File: src/srtdiv_pkg.sv
// shared constants and the stage type for the radix-2 srt divider
`timescale 1ns / 1ps

package srtdiv_pkg;

  localparam int unsigned Width = 8;
  localparam int unsigned LzW   = $clog2(Width);
  localparam int unsigned HiW   = Width + 2;
  localparam int unsigned Depth = Width + 2;

  // digit selection thresholds, plus and minus one half of the normalized range
  localparam logic signed [HiW-1:0] HalfPos = {3'b001, {(Width - 1){1'b0}}};
  localparam logic signed [HiW-1:0] HalfNeg = {3'b111, {(Width - 1){1'b0}}};

  typedef struct packed {
    logic [HiW-1:0]   hi;
    logic [Width-1:0] lo;
    logic [Width-1:0] q;
    logic [Width-1:0] d;
    logic [LzW-1:0]   lz;
    logic [Width-1:0] num;
    logic             dz;
  } stage_t;

endpackage

File: src/srtdiv_if.sv
// request and response channel interfaces of the srt divider
`timescale 1ns / 1ps

interface srtdiv_req_if;
  logic                          valid;
  logic                          ready;
  logic [srtdiv_pkg::Width-1:0]  dividend;
  logic [srtdiv_pkg::Width-1:0]  divisor;

  modport source (output valid, output dividend, output divisor, input ready);
  modport sink   (input valid, input dividend, input divisor, output ready);
endinterface

interface srtdiv_rsp_if;
  logic                          valid;
  logic                          ready;
  logic [srtdiv_pkg::Width-1:0]  quotient;
  logic [srtdiv_pkg::Width-1:0]  remainder;
  logic                          divide_by_zero;

  modport source (output valid, output quotient, output remainder,
                  output divide_by_zero, input ready);
  modport sink   (input valid, input quotient, input remainder,
                  input divide_by_zero, output ready);
endinterface

File: src/srtdiv_norm.sv
// front stage: leading zero count and normalization of both operands
`timescale 1ns / 1ps

module srtdiv_norm (
  input  logic                          clk_i,
  input  logic                          rst_ni,
  input  logic                          valid_i,
  output logic                          ready_o,
  input  logic [srtdiv_pkg::Width-1:0]  dividend_i,
  input  logic [srtdiv_pkg::Width-1:0]  divisor_i,
  output logic                          valid_o,
  input  logic                          ready_i,
  output srtdiv_pkg::stage_t            data_o
);

  logic [srtdiv_pkg::LzW-1:0]       lz;
  logic [2*srtdiv_pkg::Width-1:0]   xn;
  srtdiv_pkg::stage_t               st_d;
  srtdiv_pkg::stage_t               st_q;
  logic                             valid_q;

  always_comb begin
    lz = '0;
    for (int k = 0; k < srtdiv_pkg::Width; k++) begin
      if (divisor_i[k]) begin
        lz = srtdiv_pkg::LzW'(srtdiv_pkg::Width - 1 - k);
      end
    end
    xn = {{srtdiv_pkg::Width{1'b0}}, dividend_i} << lz;
    st_d.hi  = {2'b00, xn[2*srtdiv_pkg::Width-1:srtdiv_pkg::Width]};
    st_d.lo  = xn[srtdiv_pkg::Width-1:0];
    st_d.q   = '0;
    st_d.d   = divisor_i << lz;
    st_d.lz  = lz;
    st_d.num = dividend_i;
    st_d.dz  = (divisor_i == '0);
  end

  assign ready_o = !valid_q || ready_i;

  always_ff @(posedge clk_i or negedge rst_ni) begin
    if (!rst_ni) begin
      valid_q <= 1'b0;
    end else if (ready_o) begin
      valid_q <= valid_i;
    end
  end

  always_ff @(posedge clk_i) begin
    if (valid_i && ready_o) begin
      st_q <= st_d;
    end
  end

  assign valid_o = valid_q;
  assign data_o  = st_q;

endmodule

File: src/srtdiv_cell.sv
// one srt step: double the partial remainder, pick a digit, add or subtract the divisor
`timescale 1ns / 1ps

module srtdiv_cell (
  input  logic                clk_i,
  input  logic                rst_ni,
  input  logic                valid_i,
  output logic                ready_o,
  input  srtdiv_pkg::stage_t  data_i,
  output logic                valid_o,
  input  logic                ready_i,
  output srtdiv_pkg::stage_t  data_o
);

  logic [srtdiv_pkg::HiW-1:0]   t;
  logic [srtdiv_pkg::HiW-1:0]   dext;
  logic [srtdiv_pkg::Width-1:0] qs;
  srtdiv_pkg::stage_t           st_d;
  srtdiv_pkg::stage_t           st_q;
  logic                         valid_q;

  always_comb begin
    t    = {data_i.hi[srtdiv_pkg::HiW-2:0], data_i.lo[srtdiv_pkg::Width-1]};
    dext = {2'b00, data_i.d};
    qs   = {data_i.q[srtdiv_pkg::Width-2:0], 1'b0};
    st_d    = data_i;
    st_d.lo = {data_i.lo[srtdiv_pkg::Width-2:0], 1'b0};
    if ($signed(t) >= srtdiv_pkg::HalfPos) begin
      st_d.hi = t - dext;
      st_d.q  = qs | srtdiv_pkg::Width'(1);
    end else if ($signed(t) < srtdiv_pkg::HalfNeg) begin
      st_d.hi = t + dext;
      st_d.q  = qs - srtdiv_pkg::Width'(1);
    end else begin
      st_d.hi = t;
      st_d.q  = qs;
    end
  end

  assign ready_o = !valid_q || ready_i;

  always_ff @(posedge clk_i or negedge rst_ni) begin
    if (!rst_ni) begin
      valid_q <= 1'b0;
    end else if (ready_o) begin
      valid_q <= valid_i;
    end
  end

  always_ff @(posedge clk_i) begin
    if (valid_i && ready_o) begin
      st_q <= st_d;
    end
  end

  assign valid_o = valid_q;
  assign data_o  = st_q;

endmodule

File: src/srtdiv_fix.sv
// final stage: negative remainder correction, denormalization and result register
`timescale 1ns / 1ps

module srtdiv_fix (
  input  logic                          clk_i,
  input  logic                          rst_ni,
  input  logic                          valid_i,
  output logic                          ready_o,
  input  srtdiv_pkg::stage_t            data_i,
  output logic                          valid_o,
  input  logic                          ready_i,
  output logic [srtdiv_pkg::Width-1:0]  quotient_o,
  output logic [srtdiv_pkg::Width-1:0]  remainder_o,
  output logic                          divide_by_zero_o
);

  logic [srtdiv_pkg::HiW-1:0]   rfix;
  logic [srtdiv_pkg::Width-1:0] quot_d;
  logic [srtdiv_pkg::Width-1:0] rem_d;
  logic [srtdiv_pkg::Width-1:0] quot_q;
  logic [srtdiv_pkg::Width-1:0] rem_q;
  logic                         dz_q;
  logic                         valid_q;

  always_comb begin
    rfix   = data_i.hi;
    quot_d = data_i.q;
    if (data_i.hi[srtdiv_pkg::HiW-1]) begin
      rfix   = data_i.hi + {2'b00, data_i.d};
      quot_d = data_i.q - srtdiv_pkg::Width'(1);
    end
    rem_d = rfix[srtdiv_pkg::Width-1:0] >> data_i.lz;
    if (data_i.dz) begin
      quot_d = '1;
      rem_d  = data_i.num;
    end
  end

  assign ready_o = !valid_q || ready_i;

  always_ff @(posedge clk_i or negedge rst_ni) begin
    if (!rst_ni) begin
      valid_q <= 1'b0;
    end else if (ready_o) begin
      valid_q <= valid_i;
    end
  end

  always_ff @(posedge clk_i) begin
    if (valid_i && ready_o) begin
      quot_q <= quot_d;
      rem_q  <= rem_d;
      dz_q   <= data_i.dz;
    end
  end

  assign valid_o          = valid_q;
  assign quotient_o       = quot_q;
  assign remainder_o      = rem_q;
  assign divide_by_zero_o = dz_q;

endmodule

File: src/srt_radix2_divider_unit.sv
// top level of the pipelined radix-2 srt divider
`timescale 1ns / 1ps

// Unsigned divider, Width bits, giving quotient and remainder by radix-2 SRT
// with digits -1, 0, +1. A new division is accepted every cycle unless every
// stage is full and stalled; each result passes one normalization stage,
// one cell per quotient digit and one correction stage, so up to Width + 2
// divisions are in flight. Every stage has its own valid bit and a stage
// only holds when the stage after it is full and stalled, so bubbles close up
// and the request side keeps accepting while a result waits on the response
// side, until every stage is full. A zero divisor returns an all ones
// quotient, the dividend as the remainder and divide_by_zero set.

module srt_radix2_divider_unit (
  input  logic              clk_i,
  input  logic              rst_ni,
  srtdiv_req_if.sink        req_i,
  srtdiv_rsp_if.source      rsp_o
);

  srtdiv_pkg::stage_t stage_data [srtdiv_pkg::Width+1];
  logic               stage_valid [srtdiv_pkg::Width+1];
  logic               stage_ready [srtdiv_pkg::Width+1];

  srtdiv_norm u_norm (
    .clk_i      (clk_i),
    .rst_ni     (rst_ni),
    .valid_i    (req_i.valid),
    .ready_o    (req_i.ready),
    .dividend_i (req_i.dividend),
    .divisor_i  (req_i.divisor),
    .valid_o    (stage_valid[0]),
    .ready_i    (stage_ready[0]),
    .data_o     (stage_data[0])
  );

  for (genvar g = 0; g < srtdiv_pkg::Width; g++) begin : g_cell
    srtdiv_cell u_cell (
      .clk_i   (clk_i),
      .rst_ni  (rst_ni),
      .valid_i (stage_valid[g]),
      .ready_o (stage_ready[g]),
      .data_i  (stage_data[g]),
      .valid_o (stage_valid[g+1]),
      .ready_i (stage_ready[g+1]),
      .data_o  (stage_data[g+1])
    );
  end

  srtdiv_fix u_fix (
    .clk_i            (clk_i),
    .rst_ni           (rst_ni),
    .valid_i          (stage_valid[srtdiv_pkg::Width]),
    .ready_o          (stage_ready[srtdiv_pkg::Width]),
    .data_i           (stage_data[srtdiv_pkg::Width]),
    .valid_o          (rsp_o.valid),
    .ready_i          (rsp_o.ready),
    .quotient_o       (rsp_o.quotient),
    .remainder_o      (rsp_o.remainder),
    .divide_by_zero_o (rsp_o.divide_by_zero)
  );

endmodule

File: src/flat_wrapper.sv
// flat-port wrapper written by rule: the top's interface ports become plain ports
module srt_radix2_divider_unit_flat 
  (clk_i, rst_ni, req_i_valid, req_i_dividend, req_i_divisor, req_i_ready, rsp_o_valid, rsp_o_quotient, rsp_o_remainder, rsp_o_divide_by_zero, rsp_o_ready);
  srtdiv_req_if req_i_i ();
  srtdiv_rsp_if rsp_o_i ();
  input  logic clk_i;
  input  logic rst_ni;
  input wire logic [$bits(req_i_i.valid)-1:0] req_i_valid;
  input wire logic [$bits(req_i_i.dividend)-1:0] req_i_dividend;
  input wire logic [$bits(req_i_i.divisor)-1:0] req_i_divisor;
  output wire logic [$bits(req_i_i.ready)-1:0] req_i_ready;
  output wire logic [$bits(rsp_o_i.valid)-1:0] rsp_o_valid;
  output wire logic [$bits(rsp_o_i.quotient)-1:0] rsp_o_quotient;
  output wire logic [$bits(rsp_o_i.remainder)-1:0] rsp_o_remainder;
  output wire logic [$bits(rsp_o_i.divide_by_zero)-1:0] rsp_o_divide_by_zero;
  input wire logic [$bits(rsp_o_i.ready)-1:0] rsp_o_ready;
  assign req_i_i.valid = req_i_valid;
  assign req_i_i.dividend = req_i_dividend;
  assign req_i_i.divisor = req_i_divisor;
  assign req_i_ready = req_i_i.ready;
  assign rsp_o_valid = rsp_o_i.valid;
  assign rsp_o_quotient = rsp_o_i.quotient;
  assign rsp_o_remainder = rsp_o_i.remainder;
  assign rsp_o_divide_by_zero = rsp_o_i.divide_by_zero;
  assign rsp_o_i.ready = rsp_o_ready;
  srt_radix2_divider_unit u_core (.clk_i(clk_i), .rst_ni(rst_ni), .req_i(req_i_i), .rsp_o(rsp_o_i));
endmodule
File: config.mk
export PLATFORM = sky130hd
export DESIGN_NAME = srt_radix2_divider_unit_flat
export DESIGN_NICKNAME = d
export VERILOG_FILES = /design/src/srtdiv_pkg.sv /design/src/srtdiv_if.sv /design/src/srtdiv_norm.sv /design/src/srtdiv_cell.sv /design/src/srtdiv_fix.sv /design/src/srt_radix2_divider_unit.sv /design/src/flat_wrapper.sv
export SDC_FILE = /design/constraint.sdc
export NUM_CORES = 1
export LEC_CHECK = 0
export BUFFER_PORTS_ARGS = -buffer_cell sky130_fd_sc_hd__buf_2
export CORE_AREA = 2 2 219 221
export CTS_CLUSTER_DIAMETER = 80
export DETAILED_ROUTE_END_ITERATION = 10
export DIE_AREA = 0 0 221 223
export PLACE_DENSITY = 0.58
export RECOVER_POWER = 100
export SKIP_LAST_GASP = 1
export SYNTH_ARGS = -nofsm -noshare
export SYNTH_HDL_FRONTEND = slang
export SYNTH_SLANG_ARGS = --single-unit
File: constraint.sdc
create_clock -name clk_i -period 7.15 [get_ports clk_i]
set_input_delay 1.43 -clock clk_i [delete_from_list [all_inputs] [get_ports clk_i]]
set_output_delay 1.43 -clock clk_i [all_outputs]
set_load 0.02 [all_outputs]
-- Word-level counts from Yosys, hierarchy flattened
Cells that the tools add are included.
- bits in registers: 360
- latch bits: 0
- bits in writable memories: 0
- memory bits (read-only): 0
- bits of input ports: 20
- output and inout port bits: 19
- word-level logic and storage cells: 198
- memories: 0
- add/subtract/negate cells: 25
- $mul: 0
- divide/modulo/power cells: 0
- order comparisons: 16
- eq/ne operators: 0
- shifts and indexed selects: 3
- multiplexer cells: 42
- bitwise operators: 0
- reductions and logical operators: 31
- operators with widths (operator ; count):
    $mux 9 ; 14
    $lt 10x8->1 const B ; 8
    $ge 10x9->1 const B ; 7
    $add 9x8->9 ; 7
    $sub 9x8->9 ; 7
    $mux 8 ; 5
    $mux 3 ; 10
    $mux 10 ; 2
    $shl 8x3->16 ; 1
    $sub 8x1->8 const B ; 2
    $mux 7 ; 2
    $mux 6 ; 2
    $add 10x8->10 ; 1
    $logic_and 1x1->1 ; 10
    $logic_not 1->1 ; 10
    $logic_or 1x1->1 ; 10
    $mux 5 ; 2
    $sub 10x8->10 ; 1
    $ge 9x8->1 const B ; 1
    $add 8x8->8 ; 1
    $logic_not 8->1 ; 1
    $mux 4 ; 2
    $shl 8x3->8 ; 1
    $shr 8x3->8 ; 1
    other kinds (7) ; 9

-- Logic depth before layout (Yosys ltp)
Gate-level depths: netlist of run 1.
- depth after elaboration: 12
- depth in mapped cells: 10
- gate-level depth less buffers: 10

-- By module
Synthesis of run 1 repeated with hierarchy kept, for this count alone.
- cell total of the unflattened synthesis: 1943
- area total of the unflattened synthesis: 23366.2 µm²
- by module, submodules not included (module ; times used ; cells an instance ; area an instance (µm²) ; sequential area each (µm²)):
    srtdiv_cell at u_core.g_cell[0].u_cell ... ; 7 ; 201 ; 2471.1 ; 1376.3
    srtdiv_cell at u_core.g_cell[3].u_cell ; 1 ; 201 ; 2469.9 ; 1376.3
    srtdiv_norm ; 1 ; 150 ; 1879.3 ; 1076.0
    srtdiv_fix ; 1 ; 185 ; 1719.1 ; 535.5

-- Least setup slack after synthesis of run 1
Ideal clock, no wire load.
- path kind: input-to-reg
- from: input port rsp_o_ready
- to: register u_core.g_cell[0].u_cell.st_q (netlist bit u_core.g_cell[0].u_cell.data_o[0]) (enable)
- setup time: 0.436 ns
- data arrival time: 3.525 ns
- path slack: 3.189 ns
- stages: 6
- cell sequence: nor2b_1 nand3_1 nor2_1 nand3_1 nor2_1 nor2b_1
- longest elaborated chain between the ends: 10
- RTL lines (item ; RTL line ; text):
    start: declaration ; flat_wrapper.sv:16 ; input wire logic [$bits(rsp_o_i.ready)-1:0] rsp_o_ready;
    $logic_or 1x1->1 ; srtdiv_fix.sv:39 ; assign ready_o = !valid_q || ready_i;
    $logic_or 1x1->1 (8 in series) ; srtdiv_cell.sv:40 ; assign ready_o = !valid_q || ready_i;
    $logic_and 1x1->1 ; srtdiv_cell.sv:51 ; if (valid_i && ready_o) begin
    end signal: assignment ; srtdiv_cell.sv:52 ; st_q <= st_d;
    end: declaration ; srtdiv_cell.sv:19 ; srtdiv_pkg::stage_t st_q;
No other way between the ends.
A chain may end at the register's enable or synchronous reset.

-- Worst setup path in the final report of run 1
- from: input port rsp_o_ready
- to: output port req_i_ready
- longest elaborated chain between the ends: 10
- RTL lines (item ; RTL line ; text):
    $logic_or 1x1->1 ; srtdiv_fix.sv:39 ;
    $logic_or 1x1->1 (8 in series) ; srtdiv_cell.sv:40 ;
    $logic_or 1x1->1 ; srtdiv_norm.sv:39 ; assign ready_o = !valid_q || ready_i;
    end: declaration ; flat_wrapper.sv:11 ; output wire logic [$bits(req_i_i.ready)-1:0] req_i_ready;
No other way between the ends.

==> summary by stage, run 1 <==
Clock tree
The depth of the CTS H-tree is 2. The TritonCTS clock tree is yes. The count of hold-fix buffers inserted at cts is 0. The cell chosen for the clock root is sky130_fd_sc_hd__clkbuf_16. Post-CTS timing repair inserted 0 buffers for setup. The count of clock tree sinks is 358. The clock latency on the worst-skew pair is 0.53 ns. The post-cts resize count is 0.

The buffer depth of the longest clock path is 3. Counting the buffers created by CTS gives 38. After clock tree synthesis, the clock-pin slew on the worst setup and hold paths is 0.06 ns.

Synth
Of the synthesized area, sequential elements account for 57.38%. The multiplexer share of the synthesized area is under 10%. The commonest cells after synthesis are 348 x sky130_fd_sc_hd__edfxtp_1, 147 x sky130_fd_sc_hd__inv_1, 133 x sky130_fd_sc_hd__ha_1. Yosys mapped the design onto 68 distinct sky130hd cell types. The largest total area in the synthesized netlist belongs to sky130_fd_sc_hd__edfxtp_1. The count of yosys warnings during synthesis is 0.

The synthesized netlist cell count is between 1500 and 2000. The share of synthesized cell area in full adder, half adder and majority cells is a little over a tenth. After synthesis, the largest family of logic cells by area is compound AO/OA/AOI/OAI gates. In the synthesized netlist the async set-or-reset flop fraction comes to 2.793%. The netlist area before placement is 18650 um2. The average instance area after synthesis is 12.09 um2.

Among all cell types in the netlist, the one instantiated most often is sky130_fd_sc_hd__edfxtp_1. By area the synthesized netlist is led by sky130_fd_sc_hd__edfxtp_1 56%, sky130_fd_sc_hd__ha_1 8.9%, sky130_fd_sc_hd__inv_1 3.0%. For this run, the leading register cell type out of synthesis is sky130_fd_sc_hd__edfxtp_1. The number of nets handed over by synthesis was about 1700. The simple-gate area share of the yosys netlist is 10.44%. The proportion of netlist area held by the largest area contributor is about 56%. The synthesized netlist devotes 12.88% of its cell area to compound gates. Synthesis inferred 358 register bits. The XOR/XNOR share of the synthesized area is approximately 3.1%. Yosys mapped a number of flops with a built-in enable equal to 348.

GRT
The number of antenna violations at the first check in global routing was 0. The largest net degree at the start of global routing is 38. For this run the aggregate overflow at the end of global routing stands at 0.

The all-layer global routing usage is between 10% and 20%. The first global-routing pass estimated ~56000 um of wire. The number of global-route vias before repair was about 12000.

Worst setup path
The startpoint of the worst setup timing path is rsp_o_ready. The kind of end point of the critical path is a primary output. The startpoint kind of the worst setup timing path is a primary input. The critical path class is in2out. At the worst endpoint, the required time is 5.72 ns. The worst register-to-register path begins at u_core.u_fix.valid_o.

The highest cell delay on the worst timing path is roughly 0.34 ns. The critical path goes through buf_2, nor2b_1, nand3_1, nor2_1, nand3_1, nor2_1, nand2_1, clkbuf_1. In this run the worst path has a maximum fanout of 5. The worst endpoint data arrival time is 2.95 ns.

For this design, the slowest cell found on the critical path is sky130_fd_sc_hd__nor2_1.

Final layout
The synthesis-to-finish area growth is 11.01%. The post-route netlist has 5.501% of its cells at a drive strength greater than 1. The number of non-filler instances in the completed layout is 2233.

The number of antenna repair diodes is 0. The final-stage net count is 1758. For this run, the share of the core covered by cells in the final layout is 43.91%.

Job
Across the run, the number of max-cap violations was 10.

STA
The total of endpoints with negative setup slack in the final report is 0. Dividing the final minimum period by the clock period gives 61.32%. The minimum clock period after layout is between 4 and 5 ns. The slew at the pin closest to its max-slew limit is slightly below 3 ns. The final count of pins violating max slew is between 300 and 400. The final setup TNS is 0 ns.

Setup repair after global routing left no endpoint under its margin. The worst hold slack across all endpoints is 0.4105 ns. The achievable clock frequency is 228.1 MHz. The clock arrives with 0.01680 ns of skew. The count of endpoints failing hold in the final timing report is 0.

The tightest slew margin relative to the limit is -98.20%.

Placed design
The total instance count after detailed placement is 2164. Input and output buffers added on the ports amount to 38. The routability-driven placement congestion ratio is about 0.85. Detailed placement finished with a half-perimeter wire length of 25240 um.

Power and ir drop
The part of the total power dissipated in sequential elements is between 40% and 50%. The overall power is 8.947 mW. The leakage component of the power is 7.963 nW. The net switching component of the power is 3.188 mW. Power spread over the standard cell area amounts to 432.2 nW/um2. IR analysis of the VDD net gives a maximum drop of approximately 240 uV. The combinational cell fraction of total power is a little under two fifths. The switching share of power is 35.64%. The internal power of the cells totals between 5 and 6 mW.

The part of the total power dissipated in the clock network is 21.8%.

Die
The die covers 49280 um2. The chip width is 221 um. The vertical extent of the die is 223 um. 39 I/O pins were placed. The area of the placeable core is 47150 um2. The initial utilization of the core area, before any placement, comes to 39.55%. The number of standard-cell rows in the floorplan is 80.

Outcome
The final reports fail on capacitance limit, slew limit. The run finished, with violations left.

Routing
After detailed routing, the number of vias per cell comes to 5.165. In the final routed layout, each cell accounts on average for 14.97 um. In this run the remaining antenna-violating nets after routing total 0. After detailed routing, the number of remaining DRC violations is 0.

For this block, the initial DRC count from the detailed router was 689. Summed over all layers, the routed wires come to 33430 um. The via count of the routed design is 11530.

For this run, the detailed router's first-pass iteration total came to 5.

Min path
The path class of the tightest hold or removal check is reg2reg. The worst hold path begins at u_core.g_cell[2].u_cell.data_o[10].
## cell families (layout without fill, tap and decap cells)
family / after synthesis / count (layout)
buffers and inverters: 186 / 262
muxes: 31 / 31
and+or+nand+nor: 400 / 400
AOI/OAI and AO/OA: 352 / 352
DFF: 358 / 358
xor gates and xnor gates: 66 / 66
adders and majority gates: 149 / 149
## cell usage in the layout (no fill, tap or decap), types with 21 or more instances in the layout
cell type and instances:
sky130_fd_sc_hd__edfxtp_1 348, sky130_fd_sc_hd__xnor2_1 43, sky130_fd_sc_hd__ha_1 133, sky130_fd_sc_hd__nor2b_1 27, sky130_fd_sc_hd__nand2b_1 24, sky130_fd_sc_hd__a22o_1 21
sky130_fd_sc_hd__o221ai_1 23, sky130_fd_sc_hd__o21ai_0 67, sky130_fd_sc_hd__o22ai_1 29, sky130_fd_sc_hd__nor2_1 110, sky130_fd_sc_hd__nand2_1 103, sky130_fd_sc_hd__mux2i_1 24
sky130_fd_sc_hd__a21oi_1 76, sky130_fd_sc_hd__inv_1 147, sky130_fd_sc_hd__nor3_1 39, sky130_fd_sc_hd__clkbuf_1 46, sky130_fd_sc_hd__xor2_1 23, sky130_fd_sc_hd__clkbuf_16 38
## power groups by stage
| stage | Sequential [mW] | Combinational (mW) | Clock (mW) |
|---|---|---|---|
| global route | 3.71 | 3.83 | 2.10 |
| detailed placement | 3.65 | 3.40 | 0 |
| finish | 3.62 | 3.38 | 1.95 |
| CTS | 3.61 | 3.42 | 2.01 |
| floorplan | 3.51 | 2.69 | 0 |
| global placement | 3.63 | 3.33 | 0 |
## critical path, delay by kind of cell
family        cells  cell delay (ns)
simple gates      6             1.24
buf+inv           2             0.27
## state kept, by name (all words and copies together) (netlist names)
register	flops
u_core.g_cell.u_cell.data_o	296
u_core.u_fix.divide_by_zero_o	1
u_core.u_fix.valid_o	1
u_core.u_fix.quotient_o	8
u_core.u_norm.valid_o	1
u_core.u_norm.data_o	35
u_core.u_fix.remainder_o	8
u_core.g_cell.u_cell.valid_o	8
## final timing paths
check                                                      to  slack (ns)  cells past startpoint
hold / removal             u_core.g_cell[3].u_cell.data_o[10]        0.41                      0
setup reg to reg           u_core.g_cell[0].u_cell.data_o[16]        3.48                      6
min in group asynchronous                u_core.u_fix.valid_o        0.85                      1
setup / recovery                                  req_i_ready        2.77                      8
hold reg to reg            u_core.g_cell[3].u_cell.data_o[10]        0.41                      0
max in group asynchronous     u_core.g_cell[2].u_cell.valid_o        5.93                      1
## through the flow
step | cell area [um2] | setup WS (ns)
2_1_floorplan | 18650 | 3.189
3_3_place_gp | 19520 | 2.607
3_5_place_dp | 19520 | 2.565
4_1_cts | 20790 | 2.557
5_1_grt | 20700 | 2.520
6_report | 20700 | 2.766
## layout make-up
type                            count  area [um2]
Clock buffer                       48        1018
Timing Repair Buffer               46       181.4
Multi-Input combinational cell    998        7227
Sequential cell                   358       10700
Inverter                          147       551.8
Fill cell                        4355       26440
Clock inverter                     21       252.7
Tap cell                          615       769.5
## metal layers
layer / part of all wire [%] / up-vias / track usage, %
li1: - / 5801 / -
met1: 43 / 5480 / 16.45
met2: 51 / 184 / 24.32
met3: 3.3 / 69 / 2.173
met4: 2.8 / 0 / 5.088
met5: 0 / - / 0
No activity file was read; power rests on OpenSTA's default activity.
==> inputs of run 2 (changes only) <==
--- a/config.mk
+++ b/config.mk
@@ -5,11 +5,12 @@
 export SDC_FILE = /design/constraint.sdc
 export NUM_CORES = 1
 export LEC_CHECK = 0
+export ABC_AREA = 1
 export BUFFER_PORTS_ARGS = -buffer_cell sky130_fd_sc_hd__buf_2
-export CORE_AREA = 2 2 219 221
+export CORE_AREA = 2 2 222 224
 export CTS_CLUSTER_DIAMETER = 80
 export DETAILED_ROUTE_END_ITERATION = 10
-export DIE_AREA = 0 0 221 223
+export DIE_AREA = 0 0 224 226
 export PLACE_DENSITY = 0.58
 export RECOVER_POWER = 100
 export SKIP_LAST_GASP = 1
==> constraint.sdc (replaced) <==
create_clock -name clk_i -period 4.2 [get_ports clk_i]
set_input_delay 0.84 -clock clk_i [delete_from_list [all_inputs] [get_ports clk_i]]
set_output_delay 0.84 -clock clk_i [all_outputs]
set_load 0.02 [all_outputs]
==> run 2 against run 1 <==
Against the previous run:
- the run still ends with capacitance limit, slew limit left
- global-route usage grew 1.0 points
- final cell count grew 15%
- largest cell class unchanged
- sequential power grew 72%
- worst hold slack lost 0.17 ns
- synthesized cell count grew 21%
==> summary by stage, run 2 <==
Outcome
The flow ran to the end, but the final reports show violations. The final reports fail on capacitance limit, slew limit.

STA
Based on the critical path, the design can be clocked at up to approximately 300 MHz. For the final routed database, the setup TNS stands at 0 ns. The final count of pins violating max slew was 304.

The count of endpoints failing hold in the final timing report is 0. After layout, the minimum clock period comes to 3.342 ns. Measured against its own limit, the worst slew margin works out to -85.09%. Setup repair after global routing left no endpoint under its margin. Of the available clock period, the critical path in the final layout requires 79.57%. For the pin with the worst max-slew slack, the measured transition is 2.766 ns. The setup skew after layout is about 0.022 ns. Setup violations remaining at the end of the flow were counted as 0.

Final layout
The library cell used most frequently in the layout, excluding fill and tap cells, is sky130_fd_sc_hd__nand2_1. The final-stage net count is 2089. The number of fillers in the final layout is 4530. The synthesis-to-finish area growth is 11.34%.

The post-route netlist has 4.718% of its cells at a drive strength greater than 1. In the layout the commonest cells are 409 x sky130_fd_sc_hd__nand2_1, 348 x sky130_fd_sc_hd__edfxtp_1, 260 x sky130_fd_sc_hd__inv_1. The number of flip-flops in the largest register is slightly below 300. The number of antenna repair diodes is 0. The utilization after layout is 43.96%. Once layout is done, the placed cells without fillers occupy between 20000 and 25000 um2.

Job
The number of maximum-capacitance constraint violations is 8.

Clock tree
No sink is reached through more buffers than the 3 on the longest clock path. The post-cts resize count is 0. The count of hold-fix buffers inserted at cts is 0. The count of clock tree sinks is 358. The clock tree synthesis step divided the H-tree into 2 levels.

Clock-pin slew was measured on the worst setup and hold paths at 0.06 ns. The number of setup buffers added after CTS is 0. The clock latency on the worst-skew pair is 0.57 ns. The cell chosen for the clock root is sky130_fd_sc_hd__clkbuf_16.

TritonCTS created 40 clock buffers. TritonCTS built the clock tree.

Worst setup path
The number of buffers and inverters on the critical path is 1. The cell repeated most along the worst path is sky130_fd_sc_hd__nor2_1. At the worst endpoint, the arrival time is 3.45 ns.

In this design, the stage delay of the slowest critical-path cell is approximately 2 ns. For this design, the slowest cell found on the critical path is sky130_fd_sc_hd__nor2_1. Traced cell by cell, the critical path runs through clkinv_1, nor2_1, nand2_1, nor2_1, nand2_1, nor2_4, nor2_1.

The cell type group with the largest total delay on the critical path is simple AND/OR/NAND/NOR gates. The startpoint kind of the worst setup timing path is a flip-flop. The required time of the critical path is 4.31 ns. The peak fanout along the critical path is 37. The worst setup path is captured at a flip-flop.

The critical path class is reg2reg.

Die
The initial utilization of the core area, before any placement, comes to 39.48%. In this run the horizontal extent of the chip is 224 um. 39 I/O pins were placed. The die covers between 50000 and 60000 um2. The core region is 48340 um2.

The initialized floorplan defines 81 standard-cell rows. The die is 226 um tall.

Synth
Counting flops and latches in the post-synthesis netlist gives 358. Of the total synthesized cell area, the portion taken by XOR and XNOR cells is ~2.8%. The synthesized design contains 348 enable-type register cells.

The multiplexer share of the synthesized area is 0%. By count the netlist is led by 400 x sky130_fd_sc_hd__nand2_1, 348 x sky130_fd_sc_hd__edfxtp_1, 258 x sky130_fd_sc_hd__inv_1. By area the synthesized netlist is led by sky130_fd_sc_hd__edfxtp_1 55%, sky130_fd_sc_hd__ha_1 8.7%, sky130_fd_sc_hd__nand2_1 7.9%. Summed over all instances, the cell type with the most area after synthesis is sky130_fd_sc_hd__edfxtp_1.

The most used flip-flop cell after synthesis is sky130_fd_sc_hd__edfxtp_1. Counting distinct cell types in the post-synthesis netlist gives just over 40. The simple-gate area share of the yosys netlist is 15.48%. After synthesis, the largest family of logic cells by area is simple AND/OR/NAND/NOR gates.

The compound-gate portion of the synthesized area is 9.308%. The proportion of netlist area held by the largest area contributor is 54.75%. Among all cell types in the netlist, the one instantiated most often is sky130_fd_sc_hd__nand2_1.

Summing the areas of all fa, ha and maj instances in the mapped netlist gives 10.40% of the synthesized area. The mapped netlist covers approximately 19000 um2. The count of yosys warnings during synthesis is 0.

The average instance area after synthesis is 10.26 um2. Summing the sequential cell areas from Yosys gives 56.06% of the chip area. In the synthesized netlist, the number of instances is ~1900. The share of async-settable or async-resettable flops after synthesis is 2.793%. The number of nets handed over by synthesis was 2029.

Placed design
The number of input and output port buffers inserted is 38. The routability-driven placement congestion ratio is 0.8550. Detailed placement ended at an HPWL of 27570 um. The cell area after placement is 20000 um2.

GRT
The largest net degree at the start of global routing is 38. Global routing consumed, over all layers together, 14.60% of the routing resources. The number of antenna violations at the first check in global routing is 0.

The first-pass GRT wire length is 59680 um. The number of global-route vias before repair is 12230. The global-route congestion overflow total is 0.

Power and ir drop
Summed over all cells, the static leakage comes to 8.931 nW. The worst-case IR drop observed on VDD is ~320 uV. The overall power is between 15 and 20 mW. Dividing total power by cell area gives a power density of 744.2 nW/um2.

Routing
The first-pass iteration count of the detailed router is 6. In the routed layout, each cell is associated on average with a via count of between 4 and 5. The number of design-rule violations left by the first detailed-router iteration is 680. Across all layers, the routed design uses 12660 vias. For this run, design rule violations remaining after detail routing come to 0.

The detail route stage leaves a number of antenna-violating nets equal to 0. Wires add up to 36420 um. In the final routed layout, each cell accounts on average for 14.16 um.

Min path
The tightest min-delay check is of the in2async type.
[run 2: final cells by class]
class	instances	area (um2)	share of cell area (%)
clock buffer	47	1057	4.975
clock inverter	25	329.1	1.548
inverter	264	991.0	4.663
multi-input combinational	1211	7217	33.96
sequential	358	10700	50.35
tap	622	778.2	3.662
timing repair buffer	45	178.9	0.8419
[run 2: path summary, 6_finish.rpt]
check / start / endpoint / slack, ns / cells after the start
max: u_core.u_fix.valid_o / u_core.g_cell[4].u_cell.data_o[40] / 0.86 / 7
min: rst_ni / u_core.g_cell[7].u_cell.valid_o / 0.24 / 1
max reg2reg: u_core.u_fix.valid_o / u_core.g_cell[4].u_cell.data_o[40] / 0.86 / 7
min reg2reg: u_core.g_cell[2].u_cell.data_o[34] / u_core.g_cell[3].u_cell.data_o[35] / 0.41 / 0
max in group asynchronous: rst_ni / u_core.u_norm.valid_o / 3.58 / 1
min in group clk_i: u_core.g_cell[2].u_cell.data_o[34] / u_core.g_cell[3].u_cell.data_o[35] / 0.41 / 0
[run 2: cells by family (layout without fill, tap and decap cells)]
kind of cell,Yosys count,count (layout)
xor+xnor,61,61
simple gates,689,689
flops,358,358
fa+ha+maj,149,149
buf+inv,291,381
compound gates,312,312
[run 2: per-layer routing]
metal / track usage, % / share of wire [%] / routed length [um]
met5: 0 / 0 / 0
met4: 5.785 / 3.5 / 1292
met3: 2.823 / 3.6 / 1299
met2: 26.23 / 50 / 18280
met1: 17.17 / 43 / 15550
[run 2: through the flow]
stage / instances / hold slack (ns) / setup slack (ns)
after detailed placement: 2500 / 0.4045 / 1.102
after global routing: 2572 / 0.2597 / 0.4858
after CTS: 2572 / 0.09791 / 1.058
final: 2572 / 0.2395 / 0.8582
after global placement: 2500 / 0.4034 / 1.103
after floorplan: 1860 / 0.4003 / 0.6904
[run 2: worst reg2reg max path, cell delays in order, from the launching register on]
cell and delay, ns:
sky130_fd_sc_hd__dfrtp_1 0.39, sky130_fd_sc_hd__clkinv_1 0.06, sky130_fd_sc_hd__nor2_1 0.05, sky130_fd_sc_hd__nand2_1 0.10, sky130_fd_sc_hd__nor2_1 0.08, sky130_fd_sc_hd__nand2_1 0.14
sky130_fd_sc_hd__nor2_4 0.04, sky130_fd_sc_hd__nor2_1 2.01
[run 2: power breakdown]
group          internal [mW]  switching (mW)
combinational           2.04            3.91
sequential              5.52           0.726
clock                   2.19            1.43
total                   9.74            6.07
